$ cat config.mk
export PLATFORM = sky130hd
export DESIGN_NAME = maze_dfs_carver
export DESIGN_NICKNAME = d
export VERILOG_FILES = /design/src/rtl/mdc_pkg.sv /design/src/rtl/mdc_ram.sv /design/src/rtl/mdc_nbr.sv /design/src/rtl/maze_dfs_carver.sv
export SDC_FILE = /design/constraint.sdc
export NUM_CORES = 1
export LEC_CHECK = 0
export BUFFER_PORTS_ARGS = -buffer_cell sky130_fd_sc_hd__buf_2
export CAP_MARGIN = 20
export CORE_UTILIZATION = 30
export DETAILED_ROUTE_END_ITERATION = 8
export PLACE_DENSITY = 0.43
export SLEW_MARGIN = 10
export SYNTH_ARGS = -nofsm -noshare
export SYNTH_HDL_FRONTEND = slang
export SYNTH_SLANG_ARGS = --single-unit
$ cat constraint.sdc
create_clock -name i_clk -period 11.8 [get_ports i_clk]
set_input_delay 1.77 -clock i_clk [delete_from_list [all_inputs] [get_ports i_clk]]
set_output_delay 1.77 -clock i_clk [all_outputs]
set_load 0.05 [all_outputs]
$ cat src/rtl/mdc_pkg.sv
// Shared types, codes and wall-bit tables of the maze carver.
package mdc_pkg;

    // Grid size default and fixed field widths
    localparam int GRID_SIDE_DEF = 8;
    localparam int CELL_W        = 5;
    localparam int CMD_W         = 3;
    localparam int STAT_W        = 3;
    localparam int COORD_W       = 3;
    localparam int DATA_W        = 16;

    // Commands
    localparam logic [CMD_W-1:0] CMD_CLEAR_GRID = 3'd0;
    localparam logic [CMD_W-1:0] CMD_CLEAR_BITS = 3'd1;
    localparam logic [CMD_W-1:0] CMD_START      = 3'd2;
    localparam logic [CMD_W-1:0] CMD_STEP       = 3'd3;
    localparam logic [CMD_W-1:0] CMD_READ       = 3'd4;

    // Result status codes
    localparam logic [STAT_W-1:0] ST_MOVED    = 3'd0;
    localparam logic [STAT_W-1:0] ST_NO_MOVE  = 3'd1;
    localparam logic [STAT_W-1:0] ST_FINISHED = 3'd2;
    localparam logic [STAT_W-1:0] ST_READ     = 3'd3;
    localparam logic [STAT_W-1:0] ST_ACK      = 3'd4;

    // Cell bits
    localparam logic [CELL_W-1:0] BIT_DOWN      = 5'd1;
    localparam logic [CELL_W-1:0] BIT_LEFT      = 5'd2;
    localparam logic [CELL_W-1:0] BIT_UP        = 5'd4;
    localparam logic [CELL_W-1:0] BIT_RIGHT     = 5'd8;
    localparam logic [CELL_W-1:0] BIT_UNVISITED = 5'd16;
    localparam logic [CELL_W-1:0] BITS_ALL      = 5'd31;
    localparam int                UNV_POS       = 4;

    // Walk directions
    localparam logic [1:0] DIR_UP    = 2'd0;
    localparam logic [1:0] DIR_LEFT  = 2'd1;
    localparam logic [1:0] DIR_RIGHT = 2'd2;
    localparam logic [1:0] DIR_DOWN  = 2'd3;

    // Neighbor selector of the address unit: the cell itself, then one per direction
    typedef enum logic [2:0] {
        NB_HERE  = 3'd0,
        NB_UP    = 3'd1,
        NB_LEFT  = 3'd2,
        NB_RIGHT = 3'd3,
        NB_DOWN  = 3'd4
    } t_nsel;

    // Wall of the current cell that a move in direction d opens
    function automatic logic [CELL_W-1:0] own_wall(input logic [1:0] d);
        logic [CELL_W-1:0] w;
        unique case (d)
            DIR_UP:    w = BIT_UP;
            DIR_LEFT:  w = BIT_LEFT;
            DIR_RIGHT: w = BIT_RIGHT;
            default:   w = BIT_DOWN;
        endcase
        return w;
    endfunction

    // Wall of the entered cell that faces back
    function automatic logic [CELL_W-1:0] far_wall(input logic [1:0] d);
        logic [CELL_W-1:0] w;
        unique case (d)
            DIR_UP:    w = BIT_DOWN;
            DIR_LEFT:  w = BIT_RIGHT;
            DIR_RIGHT: w = BIT_LEFT;
            default:   w = BIT_UP;
        endcase
        return w;
    endfunction

endpackage

$ cat src/rtl/mdc_ram.sv
// Generic single-write, single-read RAM with registered read data.
module mdc_ram #(
    parameter int WIDTH = mdc_pkg::CELL_W,
    parameter int DEPTH = mdc_pkg::GRID_SIDE_DEF * mdc_pkg::GRID_SIDE_DEF,
    localparam int AW   = $clog2(DEPTH)
) (
    input  logic             i_clk,
    input  logic             i_wr_en,
    input  logic [AW-1:0]    i_wr_addr,
    input  logic [WIDTH-1:0] i_wr_data,
    input  logic [AW-1:0]    i_rd_addr,
    output logic [WIDTH-1:0] o_rd_data
);

    logic [WIDTH-1:0] r_mem [DEPTH];
    logic [WIDTH-1:0] r_rd_data;

    // Write port
    always_ff @(posedge i_clk) begin
        if (i_wr_en) begin
            r_mem[i_wr_addr] <= i_wr_data;
        end
    end

    // Registered read port
    always_ff @(posedge i_clk) begin
        r_rd_data <= r_mem[i_rd_addr];
    end

    assign o_rd_data = r_rd_data;

endmodule

$ cat src/rtl/mdc_nbr.sv
// Shared neighbor unit: coordinates, grid check and cell address of one neighbor.
module mdc_nbr #(
    parameter int GRID_SIDE = mdc_pkg::GRID_SIDE_DEF,
    localparam int CW       = $clog2(GRID_SIDE),
    localparam int AW       = $clog2(GRID_SIDE * GRID_SIDE)
) (
    input  logic [CW-1:0]       i_x,
    input  logic [CW-1:0]       i_y,
    input  mdc_pkg::t_nsel      i_sel,
    output logic [CW-1:0]       o_nx,
    output logic [CW-1:0]       o_ny,
    output logic                o_in_grid,
    output logic [AW-1:0]       o_addr
);
    import mdc_pkg::*;

    logic [CW-1:0] w_nx;
    logic [CW-1:0] w_ny;
    logic          w_in;

    // Step one cell in the chosen direction and check the grid edge
    always_comb begin
        w_nx = i_x;
        w_ny = i_y;
        w_in = 1'b0;
        unique case (i_sel)
            NB_HERE: begin
                w_in = (32'(i_x) < GRID_SIDE) && (32'(i_y) < GRID_SIDE);
            end
            NB_UP: begin
                w_ny = i_y - CW'(1);
                w_in = (i_y != '0);
            end
            NB_LEFT: begin
                w_nx = i_x - CW'(1);
                w_in = (i_x != '0);
            end
            NB_RIGHT: begin
                w_nx = i_x + CW'(1);
                w_in = (32'(i_x) < GRID_SIDE - 1);
            end
            NB_DOWN: begin
                w_ny = i_y + CW'(1);
                w_in = (32'(i_y) < GRID_SIDE - 1);
            end
            default: begin
                w_in = 1'b0;
            end
        endcase
    end

    // Row-major cell address; park at zero off the grid
    assign o_addr    = w_in ? AW'(32'(w_ny) * GRID_SIDE + 32'(w_nx)) : '0;
    assign o_nx      = w_nx;
    assign o_ny      = w_ny;
    assign o_in_grid = w_in;

endmodule

$ cat src/rtl/maze_dfs_carver.sv
// Top level of the depth-first maze carver: command sequencer, cell store and path stack.
//
//  Channel  | Dir | Signals                          | Carries
//  ---------+-----+----------------------------------+------------------------------------
//  s_axis   | in  | s_axis_tvalid/tready/tdata[15:0] | command, rnd_dir, cell_x/y, clear_mask
//  m_axis   | out | m_axis_tvalid/tready/tdata[15:0] | status, pos_x, pos_y, cell_bits
//
// Read, clear-bits, start, idle-step and unknown commands run S_RDC, S_RDW, S_OUT. A step
// runs S_TOP, S_TOPLD, S_SCAN, S_DEC, then S_CARVE and S_PUSH on a move, S_OUT if none;
// each dead-end cell it pops returns to S_TOP, and an emptied stack ends via S_RDC, S_RDW.
// Every neighbor probe is one read of the cell store through the neighbor unit.
// Clear grid writes one cell per cycle over all GRID_SIDE*GRID_SIDE cells.
// After reset a clearing pass over every cell runs before s_axis_tready rises.
// One command is in flight at a time; a finished result waits in the output register
// while the next command is accepted, and the sequencer stalls only to hand over a result.
module maze_dfs_carver #(
    parameter int GRID_SIDE = mdc_pkg::GRID_SIDE_DEF
) (
    input  logic                        i_clk,
    input  logic                        i_rst_n,
    input  logic                        s_axis_tvalid,
    output logic                        s_axis_tready,
    // [2:0] command, [4:3] rnd_dir, [7:5] cell_x, [10:8] cell_y, [15:11] clear_mask
    input  logic [mdc_pkg::DATA_W-1:0]  s_axis_tdata,
    output logic                        m_axis_tvalid,
    input  logic                        m_axis_tready,
    // [2:0] status, [5:3] pos_x, [8:6] pos_y, [13:9] cell_bits, [15:14] zero
    output logic [mdc_pkg::DATA_W-1:0]  m_axis_tdata
);
    import mdc_pkg::*;

    localparam int CW    = $clog2(GRID_SIDE);
    localparam int CELLS = GRID_SIDE * GRID_SIDE;
    localparam int AW    = $clog2(CELLS);
    localparam int SCW   = $clog2(CELLS + 1);
    localparam int SW    = 2 * CW;
    localparam int NSLOT = 5;

    typedef enum logic [10:0] {
        S_CLR   = 11'b00000000001,
        S_IDLE  = 11'b00000000010,
        S_RDC   = 11'b00000000100,
        S_RDW   = 11'b00000001000,
        S_TOP   = 11'b00000010000,
        S_TOPLD = 11'b00000100000,
        S_SCAN  = 11'b00001000000,
        S_DEC   = 11'b00010000000,
        S_CARVE = 11'b00100000000,
        S_PUSH  = 11'b01000000000,
        S_OUT   = 11'b10000000000
    } t_state;

    t_state r_state, n_state;

    // Control state
    logic [AW-1:0]     r_clr_addr;
    logic              r_clr_cmd;
    logic [SCW-1:0]    r_count;
    logic [CW-1:0]     r_walk_x;
    logic [CW-1:0]     r_walk_y;
    logic              r_active;
    logic [2:0]        r_cnt;
    logic              r_m_valid;

    // Command and work registers
    logic [CMD_W-1:0]   r_cmd;
    logic [1:0]         r_rnd;
    logic [COORD_W-1:0] r_cx;
    logic [COORD_W-1:0] r_cy;
    logic [CELL_W-1:0]  r_mask;
    logic               r_in_q;
    logic [CELL_W-1:0]  r_nb_bits [NSLOT];
    logic [NSLOT-1:0]   r_nb_in;
    logic [1:0]         r_dir;
    logic [STAT_W-1:0]  r_res_status;
    logic [COORD_W-1:0] r_res_x;
    logic [COORD_W-1:0] r_res_y;
    logic [CELL_W-1:0]  r_res_bits;
    logic [DATA_W-1:0]  r_m_data;

    // Neighbor unit
    logic [CW-1:0] w_ux, w_uy, w_nx, w_ny;
    t_nsel         w_usel;
    logic          w_uin;
    logic [AW-1:0] w_uaddr;

    // Memories
    logic              w_cw_en;
    logic [AW-1:0]     w_cw_addr;
    logic [CELL_W-1:0] w_cw_data;
    logic [CELL_W-1:0] w_cell_rd;
    logic              w_sw_en;
    logic [AW-1:0]     w_sw_addr;
    logic [SW-1:0]     w_sw_data;
    logic [SW-1:0]     w_stack_rd;
    logic [SCW-1:0]    w_cnt_m1;

    // Decode helpers
    logic              w_s_acc;
    logic              w_m_free;
    logic              w_inside;
    logic [3:0]        w_unv;
    logic              w_found;
    logic [1:0]        w_pick;
    logic [2:0]        w_push_slot;
    logic [CELL_W-1:0] w_there_new;

    assign w_s_acc     = s_axis_tvalid && s_axis_tready;
    assign w_m_free    = !r_m_valid || m_axis_tready;
    assign w_inside    = (32'(r_cx) < GRID_SIDE) && (32'(r_cy) < GRID_SIDE);
    assign w_cnt_m1    = r_count - SCW'(1);
    assign w_push_slot = 3'(r_dir) + 3'd1;
    assign w_there_new = r_nb_bits[w_push_slot] & ~(far_wall(r_dir) | BIT_UNVISITED);

    // Probe the walk cell on a step, the commanded cell otherwise
    assign w_ux = (r_cmd == CMD_STEP) ? r_walk_x : CW'(r_cx);
    assign w_uy = (r_cmd == CMD_STEP) ? r_walk_y : CW'(r_cy);

    always_comb begin
        unique case (r_state)
            S_SCAN:  w_usel = t_nsel'(r_cnt);
            S_PUSH:  w_usel = t_nsel'(w_push_slot);
            default: w_usel = NB_HERE;
        endcase
    end

    mdc_nbr #(
        .GRID_SIDE (GRID_SIDE)
    ) u_nbr (
        .i_x       (w_ux),
        .i_y       (w_uy),
        .i_sel     (w_usel),
        .o_nx      (w_nx),
        .o_ny      (w_ny),
        .o_in_grid (w_uin),
        .o_addr    (w_uaddr)
    );

    // Unvisited in-grid neighbors, one per direction
    always_comb begin
        for (int k = 0; k < 4; k++) begin
            w_unv[k] = r_nb_in[k+1] && r_nb_bits[k+1][UNV_POS];
        end
    end

    // First free direction at or after the random start, no wrap
    always_comb begin
        w_found = 1'b0;
        w_pick  = DIR_UP;
        for (int d = 3; d >= 0; d--) begin
            if (w_unv[d] && (2'(d) >= r_rnd)) begin
                w_found = 1'b1;
                w_pick  = 2'(d);
            end
        end
    end

    // Cell store write port
    always_comb begin
        w_cw_en   = 1'b0;
        w_cw_addr = w_uaddr;
        w_cw_data = w_cell_rd;
        unique case (r_state)
            S_CLR: begin
                w_cw_en   = 1'b1;
                w_cw_addr = r_clr_addr;
                w_cw_data = BITS_ALL;
            end
            S_RDW: begin
                if (w_inside && r_cmd == CMD_CLEAR_BITS) begin
                    w_cw_en   = 1'b1;
                    w_cw_data = w_cell_rd & ~r_mask;
                end else if (w_inside && r_cmd == CMD_START) begin
                    w_cw_en   = 1'b1;
                    w_cw_data = w_cell_rd & ~BIT_UNVISITED;
                end
            end
            S_CARVE: begin
                w_cw_en   = 1'b1;
                w_cw_data = r_nb_bits[0] & ~own_wall(r_dir);
            end
            S_PUSH: begin
                w_cw_en   = 1'b1;
                w_cw_data = w_there_new;
            end
            default: begin
                w_cw_en = 1'b0;
            end
        endcase
    end

    // Path stack write port
    always_comb begin
        w_sw_en   = 1'b0;
        w_sw_addr = r_count[AW-1:0];
        w_sw_data = {w_ny, w_nx};
        unique case (r_state)
            S_RDW: begin
                if (w_inside && r_cmd == CMD_START) begin
                    w_sw_en   = 1'b1;
                    w_sw_addr = '0;
                    w_sw_data = {CW'(r_cy), CW'(r_cx)};
                end
            end
            S_PUSH: begin
                w_sw_en = (32'(r_count) < CELLS);
            end
            default: begin
                w_sw_en = 1'b0;
            end
        endcase
    end

    mdc_ram #(
        .WIDTH (CELL_W),
        .DEPTH (CELLS)
    ) u_cells (
        .i_clk     (i_clk),
        .i_wr_en   (w_cw_en),
        .i_wr_addr (w_cw_addr),
        .i_wr_data (w_cw_data),
        .i_rd_addr (w_uaddr),
        .o_rd_data (w_cell_rd)
    );

    mdc_ram #(
        .WIDTH (SW),
        .DEPTH (CELLS)
    ) u_stack (
        .i_clk     (i_clk),
        .i_wr_en   (w_sw_en),
        .i_wr_addr (w_sw_addr),
        .i_wr_data (w_sw_data),
        .i_rd_addr (w_cnt_m1[AW-1:0]),
        .o_rd_data (w_stack_rd)
    );

    // Sequencer next state
    always_comb begin
        n_state = r_state;
        unique case (r_state)
            S_CLR: begin
                if (32'(r_clr_addr) == CELLS - 1) begin
                    n_state = r_clr_cmd ? S_OUT : S_IDLE;
                end
            end
            S_IDLE: begin
                if (w_s_acc) begin
                    if (s_axis_tdata[2:0] == CMD_CLEAR_GRID) begin
                        n_state = S_CLR;
                    end else if (s_axis_tdata[2:0] == CMD_STEP && r_active) begin
                        n_state = S_TOP;
                    end else begin
                        n_state = S_RDC;
                    end
                end
            end
            S_RDC:   n_state = S_RDW;
            S_RDW:   n_state = S_OUT;
            S_TOP:   n_state = (r_count == '0) ? S_RDC : S_TOPLD;
            S_TOPLD: n_state = S_SCAN;
            S_SCAN:  n_state = (r_cnt == 3'(NSLOT)) ? S_DEC : S_SCAN;
            S_DEC: begin
                if (w_unv == '0) begin
                    n_state = S_TOP;
                end else begin
                    n_state = w_found ? S_CARVE : S_OUT;
                end
            end
            S_CARVE: n_state = S_PUSH;
            S_PUSH:  n_state = S_OUT;
            S_OUT:   n_state = w_m_free ? S_IDLE : S_OUT;
            default: n_state = S_IDLE;
        endcase
    end

    // Control registers
    always_ff @(posedge i_clk) begin
        if (!i_rst_n) begin
            r_state    <= S_CLR;
            r_clr_addr <= '0;
            r_clr_cmd  <= 1'b0;
            r_count    <= '0;
            r_walk_x   <= '0;
            r_walk_y   <= '0;
            r_active   <= 1'b0;
            r_cnt      <= '0;
            r_m_valid  <= 1'b0;
        end else begin
            r_state <= n_state;
            unique case (r_state)
                S_CLR: begin
                    r_clr_addr <= r_clr_addr + AW'(1);
                    if (32'(r_clr_addr) == CELLS - 1) begin
                        r_count  <= '0;
                        r_active <= 1'b0;
                    end
                end
                S_IDLE: begin
                    r_clr_addr <= '0;
                    r_clr_cmd  <= 1'b1;
                end
                S_RDW: begin
                    if (w_inside && r_cmd == CMD_START) begin
                        r_count  <= SCW'(1);
                        r_walk_x <= CW'(r_cx);
                        r_walk_y <= CW'(r_cy);
                        r_active <= 1'b1;
                    end
                end
                S_TOP: begin
                    if (r_count == '0) begin
                        r_active <= 1'b0;
                    end
                end
                S_TOPLD: begin
                    r_walk_x <= w_stack_rd[CW-1:0];
                    r_walk_y <= w_stack_rd[SW-1:CW];
                    r_cnt    <= '0;
                end
                S_SCAN: begin
                    r_cnt <= r_cnt + 3'd1;
                end
                S_DEC: begin
                    if (w_unv == '0) begin
                        r_count <= w_cnt_m1;
                    end
                end
                S_PUSH: begin
                    if (32'(r_count) < CELLS) begin
                        r_count <= r_count + SCW'(1);
                    end
                    r_walk_x <= w_nx;
                    r_walk_y <= w_ny;
                end
                default: begin
                end
            endcase

            // Output register: drop on take, load from the sequencer when free
            if (r_state == S_OUT && w_m_free) begin
                r_m_valid <= 1'b1;
            end else if (m_axis_tready) begin
                r_m_valid <= 1'b0;
            end
        end
    end

    // Payload and work registers
    always_ff @(posedge i_clk) begin
        if (w_s_acc) begin
            r_cmd  <= s_axis_tdata[2:0];
            r_rnd  <= s_axis_tdata[4:3];
            r_cx   <= s_axis_tdata[7:5];
            r_cy   <= s_axis_tdata[10:8];
            r_mask <= s_axis_tdata[15:11];
        end

        // Capture each neighbor probe in the cycle after its address
        if (r_state == S_SCAN) begin
            r_in_q <= w_uin;
            if (r_cnt != '0) begin
                r_nb_bits[r_cnt - 3'd1] <= w_cell_rd;
                r_nb_in[r_cnt - 3'd1]   <= r_in_q;
            end
        end

        unique case (r_state)
            S_CLR: begin
                r_res_status <= ST_ACK;
                r_res_x      <= r_cx;
                r_res_y      <= r_cy;
                r_res_bits   <= w_inside ? BITS_ALL : '0;
            end
            S_RDW: begin
                // A finished walk reports its last position, other commands their cell
                r_res_x <= (r_cmd == CMD_STEP) ? COORD_W'(r_walk_x) : r_cx;
                r_res_y <= (r_cmd == CMD_STEP) ? COORD_W'(r_walk_y) : r_cy;
                unique case (r_cmd)
                    CMD_CLEAR_BITS: begin
                        r_res_status <= ST_ACK;
                        r_res_bits   <= w_inside ? (w_cell_rd & ~r_mask) : '0;
                    end
                    CMD_START: begin
                        r_res_status <= ST_ACK;
                        r_res_bits   <= w_inside ? (w_cell_rd & ~BIT_UNVISITED) : '0;
                    end
                    CMD_STEP: begin
                        r_res_status <= ST_FINISHED;
                        r_res_bits   <= w_cell_rd;
                    end
                    CMD_READ: begin
                        r_res_status <= ST_READ;
                        r_res_bits   <= w_inside ? w_cell_rd : '0;
                    end
                    default: begin
                        r_res_status <= ST_ACK;
                        r_res_bits   <= w_inside ? w_cell_rd : '0;
                    end
                endcase
            end
            S_DEC: begin
                r_dir        <= w_pick;
                r_res_status <= ST_NO_MOVE;
                r_res_x      <= COORD_W'(r_walk_x);
                r_res_y      <= COORD_W'(r_walk_y);
                r_res_bits   <= r_nb_bits[0];
            end
            S_PUSH: begin
                r_res_status <= ST_MOVED;
                r_res_x      <= COORD_W'(w_nx);
                r_res_y      <= COORD_W'(w_ny);
                r_res_bits   <= w_there_new;
            end
            default: begin
            end
        endcase

        if (r_state == S_OUT && w_m_free) begin
            r_m_data <= {2'b00, r_res_bits, r_res_y, r_res_x, r_res_status};
        end
    end

    assign s_axis_tready = (r_state == S_IDLE);
    assign m_axis_tvalid = r_m_valid;
    assign m_axis_tdata  = r_m_data;

endmodule

# After elaboration in Yosys (flattened, before gate mapping)
# Memories as Yosys holds them, arrays and structs flattened. A register that Yosys moved wholly into a read port is not among the register bits.
# Index checks and enable logic that the tools add are counted.
# classes
addsub,11
magnitude_cmp,9
eq_ne,30
muxes,73
n_bitwise,6
reduce_logical,36
# op_table
cell,n
one-hot mux 11 bit (10 select lines),1
two-way mux 11 bit,6
two-way mux 6 bit,7
one-hot mux 5 bit (4 select lines),2
one-hot mux 3 bit (4 select lines),3
one-hot mux 3 bit (2 select lines),5
two-way mux 7 bit,4
one-hot mux 7 bit (4 select lines),1
two-way mux 5 bit,5
one-hot mux 4 bit (3 select lines),2
two-way mux 1 bit,20
one-hot mux 3 bit (3 select lines),2
AND 5 bit,3
equality test 3 x 2 -> 1 bit (second input constant),5
inverter 5 bit,3
nonzero test 3 bit,5
logical AND 1 bit,12
two-way mux 3 bit,4
one-hot mux 6 bit (2 select lines),1
equality test 11 x 1 -> 1 bit (second input constant),1
equality test 11 x 10 -> 1 bit (second input constant),1
equality test 11 bit (second input constant),1
equality test 11 x 2 -> 1 bit (second input constant),1
equality test 11 x 3 -> 1 bit (second input constant),1
other kinds (47),69
# word_totals
register_bits,88
mem_bits_rw,729
inputBits,20
out_inout_bits,18
elab_cells,191
n_memories,3
# memory_table
memory,depth,word_bits,rd,rd_clocked_by_memory_dff,wr,line,text
u_stack.r_mem,64,6,1,1,1,mdc_ram.sv:15,logic [WIDTH-1:0] r_mem [DEPTH];
u_cells.r_mem,64,5,1,1,1,mdc_ram.sv:15,
r_nb_bits,5,5,6,0,1,maze_dfs_carver.sv:72,logic [CELL_W-1:0] r_nb_bits [NSLOT];

# Depth between registers and ports, before layout
# An unclocked memory read counts as a cell.
# depth
depth_word,10
ltp_mapped,23
mapped_depth_nobuf,18

# Cells and area by module
# From an unflattened synthesis, not the netlist that was laid out.
# unflattened
hier_cells,1925
hier_area_um2,34337.9
# by_module_without_submodules
module,n_inst,cells_each,area_per_inst_um2,seq_area_each_um2
mdc_ram at u_stack,1,720,15225.9,11651.2
mdc_ram at u_cells,1,610,12768.5,9709.3
maze_dfs_carver,1,548,5988.2,3243.1
mdc_nbr,1,47,355.3,0.0

# Worst setup path after synthesis
# No wires, ideal clock.
# synth_timing
kind,register -> register
from,register r_dir[0]
to,"register u_cells.r_rd_data[0], in the netlist u_cells.o_rd_data[0] (read register of u_cells.r_mem)"
setup_time_ns,0.075
arrival_time_ns,5.307
t_required_ns,11.725
slack_ns,6.419
path_stages_with_launch,20
n_path_buf,4
period_less_slack_ns,5.381
path_cell_list,edfxtp_1 -> buf_2 -> inv_1 -> ha_1 -> clkbuf_1 -> nor2b_1 -> nand4_2 -> nand2_1 -> and2_1 -> fa_1 -> and2_1 -> a221oi_4 -> xor2_4 -> inv_4 -> clkbuf_1 -> buf_1 -> o221ai_1 -> a31oi_1 -> a22oi_1 -> o22ai_1
# synth_via
elab_chain_cells,6
elab_cells_between_ends,12
cone_classes,add/sub (2); eq/ne (4); mux (5); reduce/logical (1)
# synth_lines
item,line,text
"start, declared",maze_dfs_carver.sv:74,logic [1:0] r_dir;
"start signal, assigned",maze_dfs_carver.sv:403,r_dir <= w_pick;
adder 2 x 1 -> 3 bit *,maze_dfs_carver.sv:112,assign w_push_slot = 3'(r_dir) + 3'd1;
one-hot mux 3 bit (2 select lines) *,maze_dfs_carver.sv:120,unique case (r_state)
"equality test 3 x 2 -> 1 bit, or another cell as far along",mdc_nbr.sv:26,unique case (i_sel)
one-hot mux 3 bit (2 select lines),mdc_nbr.sv:26,
adder 6 x 3 -> 6 bit,mdc_nbr.sv:53,assign o_addr = w_in ? AW'(32'(w_ny) * GRID_SIDE + 32'(w_nx)) : '0;
two-way mux 6 bit *,mdc_nbr.sv:53,
"end, declared",mdc_ram.sv:16,logic [WIDTH-1:0] r_rd_data;
# Mark *: on every way between the ends. The rest lies on a longest branch, timed or not.
# A chain may end at the register's enable or synchronous reset.

# Worst setup path in the final report
# layout_timing
from,register r_dir[0]
to,"register u_cells.r_rd_data[1], in the netlist u_cells.o_rd_data[1] (read register of u_cells.r_mem)"
# The elaborated chain is that of the path after synthesis.

==> out/qor.txt <==
Crit path launch type: register
IO Pins: 38
Critical path peak fanout: 55
Fin cells: 3739
Diode count: 0
Wire per inst: 25.51 µm
Max-slew violation count: 0
WP data required: 12.34 ns
Die ar.: 116100 µm²
Total power per unit cell area: 155.4 nW/µm²
Cells after Synth: 2125
Setup TNS: 0 ns
Critical path class: register to register
Total chip power: 0.006102 W
Post-DP HPWL: 60320 µm
Vias: 19580
Yosys Warn Count: 0
CTS resizes: 0
Max frequency: 0.1514 GHz
RD Place Congestion: 0.8501
Worst Hold Slack: 0.4181 ns
Post-synthesis sequential area ratio: 0.7184
Port-buffer cells: 35
Clk sinks: 839
Hold buffers post-CTS: 0
RSZ-0062 raised after global routing: no
Gr ovfl total: 0
CP peak stage delay: 0.85 ns
Number of global-route vias before repair: 19770
Buffers and inverters on the worst path: 3
Worst-Margin Slew: 1.065 ns
Worst relative slew slack: 0.2843
Starting Density: 0.3042
Netlist cell types: 87
HP Class: register to register
Worst path cell trace: inv_1 -> ha_1 -> nor2b_1 -> nand4_2 -> nand2_1 -> and2_1 -> fa_1 -> nor2_1 -> and4_1 -> a31oi_1 -> and2_1 -> inv_4 -> buf_4 -> nor2_1 -> a21oi_1 -> o22ai_1 -> a211oi_1 -> nor3_1 -> o32ai_1
Pre-CTS setup slack: 5.252 ns
DRT iter0 DRCs: 1764
# DRC: 0
Number of cell rows: 123
Largest net degree at the start of global routing: 79
Crit path time final: 6.607 ns
Synth async-reset ratio: 0
Flops & latches, synth: 839
Clock Path Buffers: 3
Fin nets: 2203
Leakage: 12.65 nW
Critical Path AT: 7.14 ns
Final hold vios: 0
Synth Cell Area: 34410 µm²
Layout cells sized above 1: 0.1711
Run status: completed
CTS Root Cell: clkbuf_16
Worst Slack Setup Final: 5.193 ns
CTS tree: yes
Critical path endpoint category: register
Slowest CP cell: a21oi_1
Post-synth EDFFs: 792
Avg Inst Size Synth: 16.19 µm²
Die width: 340.7 µm
Post-route ant nets: 0
Peak supply drop: 89.95 µV
First-pass GRT wire length: 139800 µm
Tot GR Track Use: 0.1633
Reg clk slew, reported paths: 0.07 ns
Tcrit/Tclk final: 0.5599
Core area: 113100 µm²
Inserted Clock Buffers: 89
Max-Cap Viols: 0
Worst skew pair latency: 0.66 ns
DR vias/cell: 5.236
Delay-heaviest family, CP: simple AND/OR/NAND/NOR gates
Post-CTS setup repair buffer count: 0
Predominant post-synthesis flop cell: edfxtp_1
Fin Clk Skew: 0.03085 ns
Initial antenna violation count: 0
Drt first pass iters: 5
Final WL: 95380 µm
Die Y: 340.7 µm
H-tree lvl count: 3
Final setup viols: 0
Placed cell count: 3577
Area growth syn-to-layout: 14.11%
-- flip-flops by register name, summed over array words and instances (netlist names), 4 cells and up --
signal / count
m_axis_tdata: 14
r_clr_addr: 6
r_count: 7
r_mask: 5
r_nb_bits: 37
r_nb_in: 4
r_res_bits: 5
r_state: 11
u_cells.o_rd_data: 5
u_cells.r_mem: 320
u_stack.o_rd_data: 6
u_stack.r_mem: 384
-- final timing paths --
kind / startpoint / slack, ns / cells after the start / endpoint
setup / recovery: r_dir[0] / 5.19 / 19 / u_cells.o_rd_data[1]
hold / removal: r_res_x[1] / 0.42 / 0 / m_axis_tdata[4]
setup reg to reg: r_dir[0] / 5.19 / 19 / u_cells.o_rd_data[1]
hold reg to reg: r_res_x[1] / 0.42 / 0 / m_axis_tdata[4]
-- cell usage after synthesis, types with 22 or more instances --
cell	n	share of area
nor2_1	207	0.023
clkbuf_1	56	0.0061
mux4_2	135	0.088
nor3_1	31	0.0045
dfxtp_1	47	0.027
buf_2	35	0.0051
o22ai_1	39	0.0071
nand4_1	23	0.0042
o221ai_1	26	0.0066
o21ai_0	44	0.0064
a31oi_1	22	0.0040
nand2_1	169	0.018
a22oi_1	22	0.0048
mux2i_1	59	0.017
a21oi_1	63	0.0092
nand3_1	53	0.0077
edfxtp_1	792	0.69
-- layout make-up --
cell class,count,area [µm²]
sequential,839,24730
multi-input combinational,1149,9214
tap,1500,1877
clock inverter,60,670.6
clock buffer,101,2272
timing repair buffer,68,420.4
fill,10720,73840
inverter,22,90.09
-- stage by stage --
stage | area [µm²] | utilization
floorplan | 34420 | -
global placement | 36320 | 0.3211
detailed placement | 36320 | 0.3211
CTS | 39270 | 0.3471
global route | 39270 | 0.3472
finish | 39270 | 0.3472
-- logic make-up (layout without fill, tap and decap cells) --
family / after synthesis / after routing / share of synthesized area
buffers and inverters: 138 / 251 / 0.01712
adders and majority gates: 14 / 14 / 0.005526
xor gates and xnor gates: 15 / 15 / 0.004799
AOI/OAI and AO/OA: 317 / 317 / 0.06272
other: 1 / 2 / 0.0001090
DFF: 839 / 839 / 0.7184
and+or+nand+nor: 599 / 599 / 0.08318
muxes: 202 / 202 / 0.1081
-- layer usage --
metal / part of all wire / global-route usage / wire length, µm
met1: 0.46 / 0.2348 / 44030
met2: 0.47 / 0.2566 / 44600
met3: 0.050 / 0.02457 / 4761
met4: 0.021 / 0.04484 / 1980
met5: 0 / 0 / 0
-- power by group --
part	internal, W	switching (W)
registers	0.00321	0.00000287
logic	0.00000600	0.0000216
clock network	0.00169	0.00117
total	0.00491	0.00120
-- cells in the final DEF (no fill, tap or decap), types with 7 or more instances in the layout --
| master | count |
|---|---|
| a211oi_1 | 12 |
| a21oi_1 | 63 |
| a22oi_1 | 22 |
| a31oi_1 | 22 |
| a32oi_1 | 8 |
| and2_1 | 7 |
| and3_1 | 12 |
| buf_2 | 35 |
| buf_4 | 32 |
| bufinv_16 | 14 |
| clkbuf_1 | 12 |
| clkbuf_16 | 89 |
| clkinv_1 | 24 |
| clkinv_2 | 12 |
| dfxtp_1 | 46 |
| edfxtp_1 | 792 |
| ha_1 | 11 |
| inv_1 | 14 |
| mux2_2 | 8 |
| mux2i_1 | 59 |
| mux4_2 | 135 |
| nand2_1 | 165 |
| nand2b_1 | 8 |
| nand3_1 | 53 |
| nand3b_1 | 13 |
| nand4_1 | 23 |
| nor2_1 | 207 |
| nor2b_1 | 9 |
| nor3_1 | 31 |
| nor4_1 | 8 |
| o211ai_1 | 18 |
| o21ai_0 | 43 |
| o221ai_1 | 26 |
| o22ai_1 | 39 |
| o31ai_1 | 8 |
| or3_1 | 18 |
| xor2_1 | 7 |
No activity file was read; power rests on OpenSTA's default activity.
